### config.mk
export PLATFORM = sky130hd
export DESIGN_NAME = bucketed_sliding_rate_meter
export DESIGN_NICKNAME = d
export VERILOG_FILES = /design/src/rtl/bsrm_pkg.sv /design/src/rtl/bsrm_ram.sv /design/src/rtl/bucketed_sliding_rate_meter.sv
export SDC_FILE = /design/constraint.sdc
export NUM_CORES = 2
export LEC_CHECK = 0
export ABC_AREA = 1
export BUFFER_PORTS_ARGS = -buffer_cell sky130_fd_sc_hd__buf_2
export CAP_MARGIN = 10
export CELL_PAD_IN_SITES_DETAIL_PLACEMENT = 1
export CELL_PAD_IN_SITES_GLOBAL_PLACEMENT = 2
export CORE_UTILIZATION = 28
export CTS_CLUSTER_DIAMETER = 200
export CTS_CLUSTER_SIZE = 10
export DETAILED_ROUTE_END_ITERATION = 16
export GPL_TIMING_DRIVEN = 0
export PLACE_DENSITY_LB_ADDON = 0.1
export SYNTH_ARGS = -nofsm -noshare
export SYNTH_HDL_FRONTEND = slang
export SYNTH_HIERARCHICAL = 1
export SYNTH_SLANG_ARGS = --single-unit
### constraint.sdc
create_clock -name clk -period 11 [get_ports clk]
set_input_delay 2.2 -clock clk [delete_from_list [all_inputs] [get_ports clk]]
set_output_delay 2.2 -clock clk [all_outputs]
set_load 0.02 [all_outputs]
### src/rtl/bsrm_pkg.sv
// Shared types and fixed widths of the bucketed sliding-window rate meter.
package bsrm_pkg;

	// Fixed field and state widths
	localparam int unsigned MODE_W    = 2;
	localparam int unsigned TS_W      = 64;
	localparam int unsigned AMT_W     = 32;
	localparam int unsigned PERIOD_W  = 32;
	localparam int unsigned TIME_W    = 32;
	localparam int unsigned BKT_W     = 48;
	localparam int unsigned RATE_W    = 52;
	localparam int unsigned TOTAL_W   = 64;
	localparam int unsigned DIV_CNT_W = 6;

	// Reset value of the bucket period register
	localparam logic [PERIOD_W-1:0] PERIOD_RST = 32'd1000;

	// Item operation codes
	localparam logic [MODE_W-1:0] MODE_EVENT = 2'd0;
	localparam logic [MODE_W-1:0] MODE_QUERY = 2'd1;
	localparam logic [MODE_W-1:0] MODE_CLEAR = 2'd2;

	// Sequencer states
	typedef enum logic [3:0] {
		ST_IDLE,
		ST_DIV_T,
		ST_EV_CALC,
		ST_ADV,
		ST_ADD_RD,
		ST_ADD_WR,
		ST_Q_CALC,
		ST_Q_SUM,
		ST_DIV_R,
		ST_RESULT
	} state_t;

endpackage

### src/rtl/bsrm_ram.sv
// Generic single-port-write, registered-read RAM.
module bsrm_ram #(
	parameter int unsigned WIDTH = 48,
	parameter int unsigned DEPTH = 16
) (
	input  logic                     clk,
	input  logic                     wr_en,
	input  logic [$clog2(DEPTH)-1:0] wr_addr,
	input  logic [WIDTH-1:0]         wr_data,
	input  logic                     rd_en,
	input  logic [$clog2(DEPTH)-1:0] rd_addr,
	output logic [WIDTH-1:0]         rd_data
);

	logic [WIDTH-1:0] mem_q [DEPTH];

	// Write port and registered read port
	always_ff @(posedge clk) begin
		if (wr_en) begin
			mem_q[wr_addr] <= wr_data;
		end
		if (rd_en) begin
			rd_data <= mem_q[rd_addr];
		end
	end

endmodule

### src/rtl/bucketed_sliding_rate_meter.sv
// Top level of the bucketed sliding-window rate meter.
// Sliding-window rate meter over a ring of NUM_BUCKETS time buckets held in a RAM with one
// valid bit per bucket (a bucket that is not valid reads as zero, so clears take no sweep).
// Items are handled one at a time. Every event or query first turns its timestamp into a
// bucket number with a restoring divider that retires one quotient bit per cycle. An event
// then advances the ring one bucket at a time over the buckets passed (at most NUM_BUCKETS),
// reads and writes the head bucket and loads the result; a query works out its window, sums
// its usable buckets, then makes a second pass through the same divider and loads the result
// (when no rate is due it goes from the window straight to the result). A clear item or an
// unused mode goes straight to the result, and the next item is taken in the cycle after the
// result is loaded. A finished result sits in the output register, so the next item is taken
// while it waits to be read.
module bucketed_sliding_rate_meter #(
	parameter int unsigned NUM_BUCKETS = 16
) (
	input  logic                               clk,
	input  logic                               arst_n,
	input  logic                               cfg_wr_en,
	input  logic [bsrm_pkg::PERIOD_W-1:0]      cfg_wr_data,
	input  logic                               in_valid,
	output logic                               in_ready,
	input  logic [bsrm_pkg::MODE_W-1:0]        mode,
	input  logic [bsrm_pkg::TS_W-1:0]          timestamp,
	input  logic [bsrm_pkg::AMT_W-1:0]         amount,
	output logic                               out_valid,
	input  logic                               out_ready,
	output logic [bsrm_pkg::RATE_W-1:0]        rate,
	output logic [bsrm_pkg::TOTAL_W-1:0]       running_total,
	output logic                               rate_valid
);

	localparam int unsigned IDX_W = (NUM_BUCKETS > 1) ? $clog2(NUM_BUCKETS) : 1;
	localparam int unsigned CNT_W = $clog2(NUM_BUCKETS + 1);
	localparam int unsigned SUM_W = bsrm_pkg::BKT_W + IDX_W;
	localparam int unsigned DEN_W = bsrm_pkg::PERIOD_W + CNT_W;
	localparam int unsigned TS_W  = bsrm_pkg::TS_W;
	localparam logic [IDX_W-1:0] NB_IDX = IDX_W'(NUM_BUCKETS - 1);
	localparam logic [CNT_W-1:0] NB_CNT = CNT_W'(NUM_BUCKETS);
	localparam logic [bsrm_pkg::TIME_W-1:0] NB_TIME = bsrm_pkg::TIME_W'(NUM_BUCKETS);

	bsrm_pkg::state_t state_q, state_d;

	// Architectural state
	logic [bsrm_pkg::PERIOD_W-1:0] period_q;
	logic [NUM_BUCKETS-1:0]        vld_q;
	logic [IDX_W-1:0]              head_q;
	logic [CNT_W-1:0]              filled_q;
	logic [bsrm_pkg::TIME_W-1:0]   last_q;
	logic [bsrm_pkg::TOTAL_W-1:0]  total_q;

	// Working registers
	logic [bsrm_pkg::MODE_W-1:0]   mode_q;
	logic [bsrm_pkg::AMT_W-1:0]    amt_q;
	logic [TS_W-1:0]               div_num_q;
	logic [DEN_W-1:0]              div_rem_q;
	logic [DEN_W-1:0]              div_den_q;
	logic [bsrm_pkg::DIV_CNT_W-1:0] div_cnt_q;
	logic [CNT_W-1:0]              step_q;
	logic [CNT_W-1:0]              iss_q;
	logic [IDX_W-1:0]              rd_idx_q;
	logic                          pend_q;
	logic                          rvld_q;
	logic [SUM_W-1:0]              sum_q;
	logic [bsrm_pkg::RATE_W-1:0]   res_rate_q;
	logic                          res_vld_q;

	// Output register
	logic                          out_valid_q;
	logic [bsrm_pkg::RATE_W-1:0]   rate_q;
	logic [bsrm_pkg::TOTAL_W-1:0]  total_out_q;
	logic                          rate_valid_q;

	// Combinational helpers
	logic                          accept;
	logic                          clr_go;
	logic                          div_last;
	logic                          out_load;
	logic [bsrm_pkg::PERIOD_W-1:0] period_eff;
	logic [DEN_W:0]                rem_sh;
	logic                          rem_ge;
	logic [DEN_W-1:0]              rem_next;
	logic [TS_W-1:0]               num_next;
	logic [bsrm_pkg::TIME_W-1:0]   bkt_num;
	logic [bsrm_pkg::TIME_W-1:0]   gap;
	logic                          gap_big;
	logic [CNT_W-1:0]              gap_small;
	logic [CNT_W-1:0]              n_minus_d;
	logic [CNT_W-1:0]              f_cnt;
	logic [CNT_W-1:0]              fd_cnt;
	logic [DEN_W-1:0]              den_calc;
	logic                          q_ok;
	logic [IDX_W-1:0]              head_inc;
	logic [IDX_W-1:0]              rd_idx_dec;
	logic                          ram_wr_en;
	logic                          ram_rd_en;
	logic [IDX_W-1:0]              ram_rd_addr;
	logic [bsrm_pkg::BKT_W-1:0]    ram_rd_data;
	logic [bsrm_pkg::BKT_W:0]      bkt_add;
	logic [bsrm_pkg::BKT_W-1:0]    bkt_new;
	logic [bsrm_pkg::TOTAL_W:0]    tot_add;
	logic [bsrm_pkg::TOTAL_W-1:0]  tot_new;
	logic [bsrm_pkg::RATE_W-1:0]   rate_sat;

	assign in_ready      = (state_q == bsrm_pkg::ST_IDLE);
	assign accept        = in_valid && in_ready;
	assign clr_go        = accept && (mode == bsrm_pkg::MODE_CLEAR);
	assign out_valid     = out_valid_q;
	assign rate          = rate_q;
	assign running_total = total_out_q;
	assign rate_valid    = rate_valid_q;

	// Zero period behaves as one
	assign period_eff = (period_q == '0) ? bsrm_pkg::PERIOD_W'(1) : period_q;

	// One restoring division step
	assign rem_sh   = {div_rem_q, div_num_q[TS_W-1]};
	assign rem_ge   = (rem_sh >= {1'b0, div_den_q});
	assign rem_next = rem_ge ? DEN_W'(rem_sh - {1'b0, div_den_q}) : rem_sh[DEN_W-1:0];
	assign num_next = {div_num_q[TS_W-2:0], rem_ge};
	assign div_last = (div_cnt_q == '1);

	// Bucket number and gap to the last event
	assign bkt_num   = div_num_q[bsrm_pkg::TIME_W-1:0];
	assign gap       = bkt_num - last_q;
	assign gap_big   = (gap >= NB_TIME);
	assign gap_small = gap[CNT_W-1:0];

	// Usable buckets and denominator of a query
	assign n_minus_d = NB_CNT - gap_small;
	assign f_cnt     = (n_minus_d < filled_q) ? n_minus_d : filled_q;
	assign fd_cnt    = f_cnt + gap_small;
	assign den_calc  = DEN_W'(fd_cnt) * DEN_W'(period_eff);
	assign q_ok      = (last_q != '0) && !gap_big && (f_cnt >= CNT_W'(2));

	// Ring pointer steps
	assign head_inc   = (head_q == NB_IDX) ? '0 : IDX_W'(head_q + 1'b1);
	assign rd_idx_dec = (rd_idx_q == '0) ? NB_IDX : IDX_W'(rd_idx_q - 1'b1);

	// Saturating updates of the head bucket and the running total
	assign bkt_add = {1'b0, (vld_q[head_q] ? ram_rd_data : '0)}
		+ (bsrm_pkg::BKT_W + 1)'(amt_q);
	assign bkt_new = bkt_add[bsrm_pkg::BKT_W] ? '1 : bkt_add[bsrm_pkg::BKT_W-1:0];
	assign tot_add = {1'b0, total_q} + (bsrm_pkg::TOTAL_W + 1)'(amt_q);
	assign tot_new = tot_add[bsrm_pkg::TOTAL_W] ? '1 : tot_add[bsrm_pkg::TOTAL_W-1:0];

	// Clamp the final quotient to the rate width
	assign rate_sat = (num_next[TS_W-1:bsrm_pkg::RATE_W] != '0) ? '1
		: num_next[bsrm_pkg::RATE_W-1:0];

	// Bucket RAM access
	assign ram_wr_en   = (state_q == bsrm_pkg::ST_ADD_WR);
	assign ram_rd_en   = (state_q == bsrm_pkg::ST_ADD_RD)
		|| ((state_q == bsrm_pkg::ST_Q_SUM) && (iss_q != '0));
	assign ram_rd_addr = (state_q == bsrm_pkg::ST_ADD_RD) ? head_q : rd_idx_q;
	assign out_load    = (state_q == bsrm_pkg::ST_RESULT) && (!out_valid_q || out_ready);

	bsrm_ram #(
		.WIDTH(bsrm_pkg::BKT_W),
		.DEPTH(NUM_BUCKETS)
	) u_bkt_ram (
		.clk    (clk),
		.wr_en  (ram_wr_en),
		.wr_addr(head_q),
		.wr_data(bkt_new),
		.rd_en  (ram_rd_en),
		.rd_addr(ram_rd_addr),
		.rd_data(ram_rd_data)
	);

	// State register
	always_ff @(posedge clk or negedge arst_n) begin
		if (!arst_n) begin
			state_q <= bsrm_pkg::ST_IDLE;
		end else begin
			state_q <= state_d;
		end
	end

	// Next state
	always_comb begin
		state_d = state_q;
		unique case (state_q)
			bsrm_pkg::ST_IDLE: begin
				if (accept) begin
					if (mode == bsrm_pkg::MODE_EVENT || mode == bsrm_pkg::MODE_QUERY) begin
						state_d = bsrm_pkg::ST_DIV_T;
					end else begin
						state_d = bsrm_pkg::ST_RESULT;
					end
				end
			end
			bsrm_pkg::ST_DIV_T: begin
				if (div_last) begin
					state_d = (mode_q == bsrm_pkg::MODE_QUERY) ? bsrm_pkg::ST_Q_CALC
						: bsrm_pkg::ST_EV_CALC;
				end
			end
			bsrm_pkg::ST_EV_CALC: begin
				state_d = (last_q != '0 && gap != '0) ? bsrm_pkg::ST_ADV
					: bsrm_pkg::ST_ADD_RD;
			end
			bsrm_pkg::ST_ADV: begin
				if (step_q == CNT_W'(1)) begin
					state_d = bsrm_pkg::ST_ADD_RD;
				end
			end
			bsrm_pkg::ST_ADD_RD: state_d = bsrm_pkg::ST_ADD_WR;
			bsrm_pkg::ST_ADD_WR: state_d = bsrm_pkg::ST_RESULT;
			bsrm_pkg::ST_Q_CALC: begin
				state_d = q_ok ? bsrm_pkg::ST_Q_SUM : bsrm_pkg::ST_RESULT;
			end
			bsrm_pkg::ST_Q_SUM: begin
				if (iss_q == '0 && !pend_q) begin
					state_d = bsrm_pkg::ST_DIV_R;
				end
			end
			bsrm_pkg::ST_DIV_R: begin
				if (div_last) begin
					state_d = bsrm_pkg::ST_RESULT;
				end
			end
			bsrm_pkg::ST_RESULT: begin
				if (out_load) begin
					state_d = bsrm_pkg::ST_IDLE;
				end
			end
			default: state_d = bsrm_pkg::ST_IDLE;
		endcase
	end

	// Configuration, ring state, counters and output handshake
	always_ff @(posedge clk or negedge arst_n) begin
		if (!arst_n) begin
			period_q    <= bsrm_pkg::PERIOD_RST;
			vld_q       <= '0;
			head_q      <= '0;
			filled_q    <= CNT_W'(1);
			last_q      <= '0;
			total_q     <= '0;
			div_cnt_q   <= '0;
			step_q      <= '0;
			iss_q       <= '0;
			pend_q      <= 1'b0;
			out_valid_q <= 1'b0;
		end else begin
			if (cfg_wr_en) begin
				period_q <= cfg_wr_data;
			end
			// Drop the ring state and the running total on a clear item
			if (clr_go) begin
				vld_q    <= '0;
				head_q   <= '0;
				filled_q <= CNT_W'(1);
				last_q   <= '0;
				total_q  <= '0;
			end
			if (accept) begin
				div_cnt_q <= '0;
			end
			if (state_q == bsrm_pkg::ST_DIV_T || state_q == bsrm_pkg::ST_DIV_R) begin
				div_cnt_q <= div_cnt_q + 1'b1;
			end
			if (state_q == bsrm_pkg::ST_EV_CALC) begin
				step_q <= gap_big ? NB_CNT : gap_small;
			end
			// Advance the ring one bucket and drop its contents
			if (state_q == bsrm_pkg::ST_ADV) begin
				head_q          <= head_inc;
				vld_q[head_inc] <= 1'b0;
				filled_q        <= (filled_q == NB_CNT) ? NB_CNT : CNT_W'(filled_q + 1'b1);
				step_q          <= step_q - 1'b1;
			end
			if (state_q == bsrm_pkg::ST_ADD_WR) begin
				vld_q[head_q] <= 1'b1;
				total_q       <= tot_new;
				last_q        <= bkt_num;
			end
			if (state_q == bsrm_pkg::ST_Q_CALC) begin
				iss_q  <= f_cnt;
				pend_q <= 1'b0;
			end
			if (state_q == bsrm_pkg::ST_Q_SUM) begin
				pend_q <= (iss_q != '0);
				if (iss_q != '0) begin
					iss_q <= iss_q - 1'b1;
				end
			end
			if (state_q == bsrm_pkg::ST_Q_SUM && iss_q == '0 && !pend_q) begin
				div_cnt_q <= '0;
			end
			// Hold the result until it is taken
			if (out_load) begin
				out_valid_q <= 1'b1;
			end else if (out_ready) begin
				out_valid_q <= 1'b0;
			end
		end
	end

	// Item payload, divider, bucket sum and result registers
	always_ff @(posedge clk) begin
		if (accept) begin
			mode_q     <= mode;
			amt_q      <= amount;
			div_num_q  <= timestamp;
			div_rem_q  <= '0;
			div_den_q  <= DEN_W'(period_eff);
			res_rate_q <= '0;
			res_vld_q  <= 1'b0;
		end
		if (state_q == bsrm_pkg::ST_DIV_T || state_q == bsrm_pkg::ST_DIV_R) begin
			div_num_q <= num_next;
			div_rem_q <= rem_next;
		end
		if (state_q == bsrm_pkg::ST_DIV_R && div_last) begin
			res_rate_q <= rate_sat;
			res_vld_q  <= 1'b1;
		end
		if (state_q == bsrm_pkg::ST_Q_CALC) begin
			sum_q     <= '0;
			rd_idx_q  <= head_q;
			div_den_q <= den_calc;
		end
		// Walk the ring backwards; read data lands in the following cycle
		if (state_q == bsrm_pkg::ST_Q_SUM) begin
			if (iss_q != '0) begin
				rd_idx_q <= rd_idx_dec;
				rvld_q   <= vld_q[rd_idx_q];
			end
			if (pend_q) begin
				sum_q <= sum_q + (rvld_q ? SUM_W'(ram_rd_data) : '0);
			end
			if (iss_q == '0 && !pend_q) begin
				div_num_q <= TS_W'(sum_q);
				div_rem_q <= '0;
			end
		end
		if (out_load) begin
			rate_q       <= res_rate_q;
			total_out_q  <= total_q;
			rate_valid_q <= res_vld_q;
		end
	end

	a_filled_range: assert property (@(posedge clk) disable iff (!arst_n)
		filled_q != '0 && filled_q <= NB_CNT)
		else $error("filled count out of range");

	a_head_range: assert property (@(posedge clk) disable iff (!arst_n)
		head_q <= NB_IDX)
		else $error("head index beyond ring");

	a_rate_zero: assert property (@(posedge clk) disable iff (!arst_n)
		out_valid_q && !rate_valid_q |-> rate_q == '0)
		else $error("nonzero rate without a valid query");

	a_total_drop: assert property (@(posedge clk) disable iff (!arst_n)
		total_q < $past(total_q) |-> $past(clr_go))
		else $error("running total fell without a clear item");

endmodule

-- Yosys cells after proc, flatten, opt, wreduce, memory -nomap -nowiden
Memories as Yosys holds them, arrays and structs flattened. A register that Yosys moved wholly into a read port is not among the register bits.
Cells that the tools add are included.
- input bits: 135
- word-level logic and storage cells: 188
- memories kept: 1
- memory bits (writable): 768
- register bits: 574
- memory list (name ; depth ; bits a word ; rd ports ; clocked after Yosys merged registers in ; wr ports ; line ; text):
    u_bkt_ram.mem_q ; 16 ; 48 ; 1 ; 1 ; 1 ; bsrm_ram.sv:15 ; logic [WIDTH-1:0] mem_q [DEPTH];
- bitwise logic cells: 3
- muxes and demuxes: 75
- reduce and logical (&&, ||, !) cells: 39
- add/subtract/negate cells: 13
- eq/ne operators: 22
- order comparisons: 9
- multiply operators: 1
- operators with widths (kind ; count):
    64-bit two-way mux ; 7
    52-bit two-way mux ; 6
    37-bit two-way mux ; 7
    48-bit two-way mux ; 3
    32-bit two-way mux ; 3
    64-bit by 32-bit adder with 65-bit output ; 1
    4-bit two-way mux ; 16
    32-bit nonzero test ; 2
    52-bit by 48-bit adder with 52-bit output ; 1
    5-bit two-way mux ; 10
    48-bit by 32-bit adder with 49-bit output ; 1
    16-bit two-way mux ; 3
    4-bit one-hot mux with 10 select lines ; 1
    38-bit by 37-bit >= comparator with 1-bit output ; 1
    5-bit by 32-bit multiplier with 37-bit output ; 1
    37-bit subtractor ; 1
    32-bit by 5-bit >= comparator with 1-bit output (second input constant) ; 1
    32-bit zero test ; 1
    32-bit subtractor ; 1
    6-bit two-way mux ; 3
    16-bit bitwise AND ; 1
    4-bit by 3-bit equality test with 1-bit output (second input constant) ; 4
    16-bit NOT ; 1
    16-bit OR ; 1
    other kinds (37) ; 85

-- Longest topological paths before layout
- depth after elaboration: 11
- gate-level depth with buffers: 50
- mapped depth without buffers: 49

-- Cells and area by module
Netlist, hierarchy kept.
- by module, submodules not included (module ; instances ; cells each ; sequential area each (µm²) ; area an instance (µm²)):
    bucketed_sliding_rate_meter ; 1 ; 6073 ; 14787.9 ; 43302.8
    bsrm_ram ; 1 ; 3165 ; 24503.5 ; 34469.3

-- Worst setup path before layout
No wires, ideal clock.
- path type: register to register
- start point: reg div_num_q[0]
- end point: reg div_den_q[26] (data pin)
- slack: 3.138 ns
- stages on the path, launching flop included: 43
- arrival: 7.597 ns
- setup time: 0.265 ns
- buffers on the path: 1
- period minus slack after synthesis: 7.862 ns
- cells stage by stage: dfxtp_1 inv_1 ha_1 inv_1 fa_1 or2_2 nand2_1 nand3_1 inv_1 xor2_1 inv_1 ha_1 nand2_1 or2_2 nand3_1 o21ai_0 ha_1 fa_1 (+7 left out) fa_1 fa_1 inv_1 fa_1 inv_1 ha_1 a21oi_1 o21ai_0 a21oi_1 o21bai_1 a21boi_0 o21ai_0 nand2_1 nand2_1 nand2_1 nand3b_1 nand3_1 o21ai_0
- word-level cells in the longest chain between the ends: 7
- RTL lines (what ; line ; text):
    start: declaration ; bucketed_sliding_rate_meter.sv:54 ; logic [TS_W-1:0] div_num_q;
    start signal: assignment ; bucketed_sliding_rate_meter.sv:305 ; div_num_q <= timestamp;
    start signal: assignment ; bucketed_sliding_rate_meter.sv:312 ; div_num_q <= num_next;
    start signal: assignment ; bucketed_sliding_rate_meter.sv:334 ; div_num_q <= TS_W'(sum_q);
    32-bit subtractor * ; bucketed_sliding_rate_meter.sv:124 ; assign gap = bkt_num - last_q;
    5-bit subtractor ; bucketed_sliding_rate_meter.sv:129 ; assign n_minus_d = NB_CNT - gap_small;
    5-bit < comparator ; bucketed_sliding_rate_meter.sv:130 ; assign f_cnt = (n_minus_d < filled_q) ? n_minus_d : filled_q;
    5-bit two-way mux ; bucketed_sliding_rate_meter.sv:130 ;
    5-bit adder * ; bucketed_sliding_rate_meter.sv:131 ; assign fd_cnt = f_cnt + gap_small;
    5-bit by 32-bit multiplier with 37-bit output * ; bucketed_sliding_rate_meter.sv:132 ; assign den_calc = DEN_W'(fd_cnt) * DEN_W'(period_eff);
    37-bit two-way mux * ; bucketed_sliding_rate_meter.sv:319 ; if (state_q == bsrm_pkg::ST_Q_CALC) begin
    end signal: assignment ; bucketed_sliding_rate_meter.sv:307 ; div_den_q <= DEN_W'(period_eff);
    end signal: assignment ; bucketed_sliding_rate_meter.sv:322 ; div_den_q <= den_calc;
    end: declaration ; bucketed_sliding_rate_meter.sv:56 ; logic [DEN_W-1:0] div_den_q;
Mark *: on every way between the ends. The rest lies on a longest branch, timed or not.
A chain may end at the register's enable or synchronous reset.

-- Worst setup path in the final report
- start point: reg last_q[0] (netlist name)
- end point: reg div_den_q[30] (data pin)
- word-level cells in the longest chain between the ends: 7
- RTL lines (what ; line ; text):
    start: declaration ; bucketed_sliding_rate_meter.sv:48 ; logic [bsrm_pkg::TIME_W-1:0] last_q;
    start signal: assignment ; bucketed_sliding_rate_meter.sv:276 ; last_q <= bkt_num;
    32-bit subtractor * ; bucketed_sliding_rate_meter.sv:124 ;
    5-bit subtractor ; bucketed_sliding_rate_meter.sv:129 ;
    5-bit < comparator ; bucketed_sliding_rate_meter.sv:130 ;
    5-bit two-way mux ; bucketed_sliding_rate_meter.sv:130 ;
    5-bit adder * ; bucketed_sliding_rate_meter.sv:131 ;
    5-bit by 32-bit multiplier with 37-bit output * ; bucketed_sliding_rate_meter.sv:132 ;
    37-bit two-way mux * ; bucketed_sliding_rate_meter.sv:319 ;
Marked as above.

==> run metrics <==
Crit Path Class=flop to flop; # IOs=about 250; via count=63800; grt ovf=0; Syn Inst Count=9238; fin. max-slew vios=0; fin crit period=slightly above 10 ns; vias in the first global route=between 60000 and 70000; clk sinks=approximately 1400; clock tree buffer depth=4; crit-path leading delay family=adder cells; status=finished clean; Crit-path slowest cell=xor2_1; die footprint=approximately 0.28 sq mm; Setup Skew=roughly 0.071 ns; post-CTS sizing=0; Yosys Warn Count=6; Die Span Y=about 530 um; vias per cell=~4.7; Synth Net Count=9716; setup_tns=0 ns; area delta synth->final=14.7%; IO Port Bufs=252; Crit. Startpoint=last_q[0]$_DFFE_PN0P_; Yosys reg bits=1390; commonest non-fill, non-tap cell in the layout=nand2_1; Max Fanout on Critical Path=10; M3 GR Usage=0.0180; Max-Cap Viols=0; worst slack, placed=0.297 ns; final WL=between 300 and 400 mm; Syn Area/Cell=8.42 sq um; Finished Core Util=0.323; Worst Path Arrival=between 10 and 15 ns; clk root buf=clkbuf_16; Global Route met2 Usage=0.380; Tcrit/Tclk final=0.936; most used cell, CP=fa_1; most used routing layer=met2; GPL Wtd Cong=between 0.8 and 0.9; initial antenna violation count=13; Worst path max stage delay=a little under 0.9 ns; Post-DP HPWL=~250 mm; CP startpoint kind=flop; Peak Freq=97.1 MHz; # rows=193; Synth cell types=around 70; largest net degree at the start of global routing=90; Relative slew margins=0.176; Nets=just over 10000; type of the worst min-delay path=flop to flop; DR iter-0 viols=3605; worst setup margin=0.702 ns; asr flop ratio synth=0.126; TritonCTS clock tree=done; CP Data Required Time=~12 ns; CTS H-tree depth=4; TritonCTS Buffers=about 160; Starting Density=0.282; Seq/Total Area, Yosys=0.505; launching point of the worst reg2reg path=last_q[0]$_DFFE_PN0P_; number of flops mapped to enable cells by yosys=approximately 1100; Post-CTS Setup Bufs=0; CTS Hold Bufs=0; layout cells sized above 1=0.0779; met1 global-route usage=0.307; Hold Vio Cnt, Final=0; Die W=about 530 um; most frequent cells in the layout=2467 x nand2_1, 1640 x inv_1, 1057 x edfxtp_1, 913 x nand3_1, 578 x nor2_1; worst skew pair latency=~0.85 ns; final setup violation count=0; critical path buffer and inverter count=5; GRT Total Usage=0.223; Worst Max-Slew Pin Slew=between 1 and 1.5 ns; HP Start=res_rate_q[10]$_SDFFCE_PN0P_; core box area=0.276 sq mm; Worst-path clk slew=roughly 0.080 ns; CP Capture Type=flop; RSZ-0062 raised after global routing=false; first-pass GRT wire length=roughly 460 mm; # DRC=0; drt first pass iters=5; Final ANT Viol Nets=0; top_reg_cell synth=edfxtp_1; WL/cell=between 20 and 25 um; Syn Std Cell Area=between 0.07 and 0.08 sq mm
-- sequential cells by signal, summed over array words and instances (netlist names), 5 cells and up --
| register | count |
|---|---|
| div_num_q | 64 |
| u_bkt_ram/rd_data | 48 |
| filled_q | 5 |
| iss_q | 5 |
| total_q | 64 |
| div_rem_q | 37 |
| amt_q | 32 |
| sum_q | 52 |
| last_q | 32 |
| period_q | 32 |
| u_bkt_ram/mem_q | 768 |
| rate | 52 |
| div_den_q | 37 |
| step_q | 5 |
| res_rate_q | 52 |
| running_total | 64 |
| vld_q | 16 |
| div_cnt_q | 6 |
-- layout make-up --
class / count / area [sq um]
tap: 3705 / 4640
fill: 32700 / 187000
sequential: 1390 / 39300
inverter: 1663 / 6250
buffer: 321 / 1740
multi-input combinational: 5864 / 30600
clock inverter: 8 / 114
clock buffer: 231 / 4380
timing repair buffer: 291 / 2110
antenna: 6 / 15.0
-- worst paths after layout --
kind | depth (start not counted) | to | slack (ns)
hold / removal | 0 | rate[10]$_DFFE_PP_ | 0.40
setup / recovery | 33 | div_den_q[30]$_DFFE_PP_ | 0.70
hold reg to reg | 0 | rate[10]$_DFFE_PP_ | 0.40
setup reg to reg | 33 | div_den_q[30]$_DFFE_PP_ | 0.70
max in group asynchronous | 2 | period_q[4]$_DFFE_PN0P_ | 8.39
min in group asynchronous | 1 | total_q[4]$_DFFE_PN0P_ | 1.37
-- cell usage after synthesis, types with 6 or more instances --
cell type | count | area, sq um
nor2_1 | 595 | 2230
buf_2 | 100 | 500
o311ai_1 | 7 | 61.3
o31ai_1 | 6 | 45.0
o21a_1 | 19 | 143
nand3b_1 | 14 | 105
o221ai_1 | 18 | 158
a21o_1 | 32 | 240
a221oi_1 | 6 | 52.6
edfxtp_1 | 1057 | 31700
nand4_1 | 48 | 300
o21bai_1 | 19 | 143
a22o_1 | 6 | 52.6
buf_1 | 25 | 93.8
a31oi_1 | 51 | 319
a21boi_0 | 10 | 75.1
clkbuf_1 | 134 | 503
nand2_4 | 7 | 78.8
nor2_4 | 8 | 90.1
buf_4 | 15 | 113
nor4_1 | 41 | 257
o22ai_1 | 45 | 282
a22oi_1 | 24 | 180
dfrtp_1 | 168 | 4200
nand2_1 | 2469 | 9270
xnor2_1 | 58 | 508
nor3_1 | 48 | 240
inv_2 | 17 | 63.8
nand2_2 | 26 | 163
fa_1 | 96 | 1920
o21ai_1 | 28 | 140
o21ai_0 | 517 | 2590
ha_1 | 247 | 3090
a21oi_1 | 308 | 1540
a221o_1 | 9 | 90.1
nand3_1 | 913 | 4570
or2_2 | 27 | 169
dfxtp_1 | 158 | 3160
inv_1 | 1640 | 6160
buf_6 | 46 | 518
dfstp_2 | 7 | 184
xor2_1 | 86 | 753
o211ai_1 | 31 | 233
-- per-layer routing --
metal	routed length (um)	vias up
met1	149000	31700
met5	0	-
met4	5970	0
li1	-	30900
met3	10100	280
met2	150000	937
-- logic make-up after synthesis --
group,synth area share
XOR/XNOR,0.0162
AO/OA/AOI/OAI,0.0845
adder cells (fa/ha/maj),0.0644
flip-flops,0.505
buffers and inverters,0.103
AND/OR/NAND/NOR,0.227
-- through the flow --
stage / cell area [sq um] / instances / hold slack (ns)
after floorplan: 77800 / 9238 / 0.400
after global placement: 83700 / 13200 / 0.406
after detailed placement: 84700 / 13200 / 0.406
after CTS: 89200 / 13500 / 0.401
after global routing: 89200 / 13500 / 0.407
final: 89200 / 13500 / 0.398
-- worst reg2reg max path: cells and delay by family, from the launching register on --
family / cells / cell delay (ns)
compound gates: 8 / 2.02
xor+xnor: 3 / 1.61
fa+ha+maj: 9 / 3.55
buf+inv: 5 / 0.65
flops: 1 / 0.52
simple gates: 8 / 1.63
Power is not shown: default switching activity piles up to over one toggle a cycle in this logic, so the estimate is an artifact.
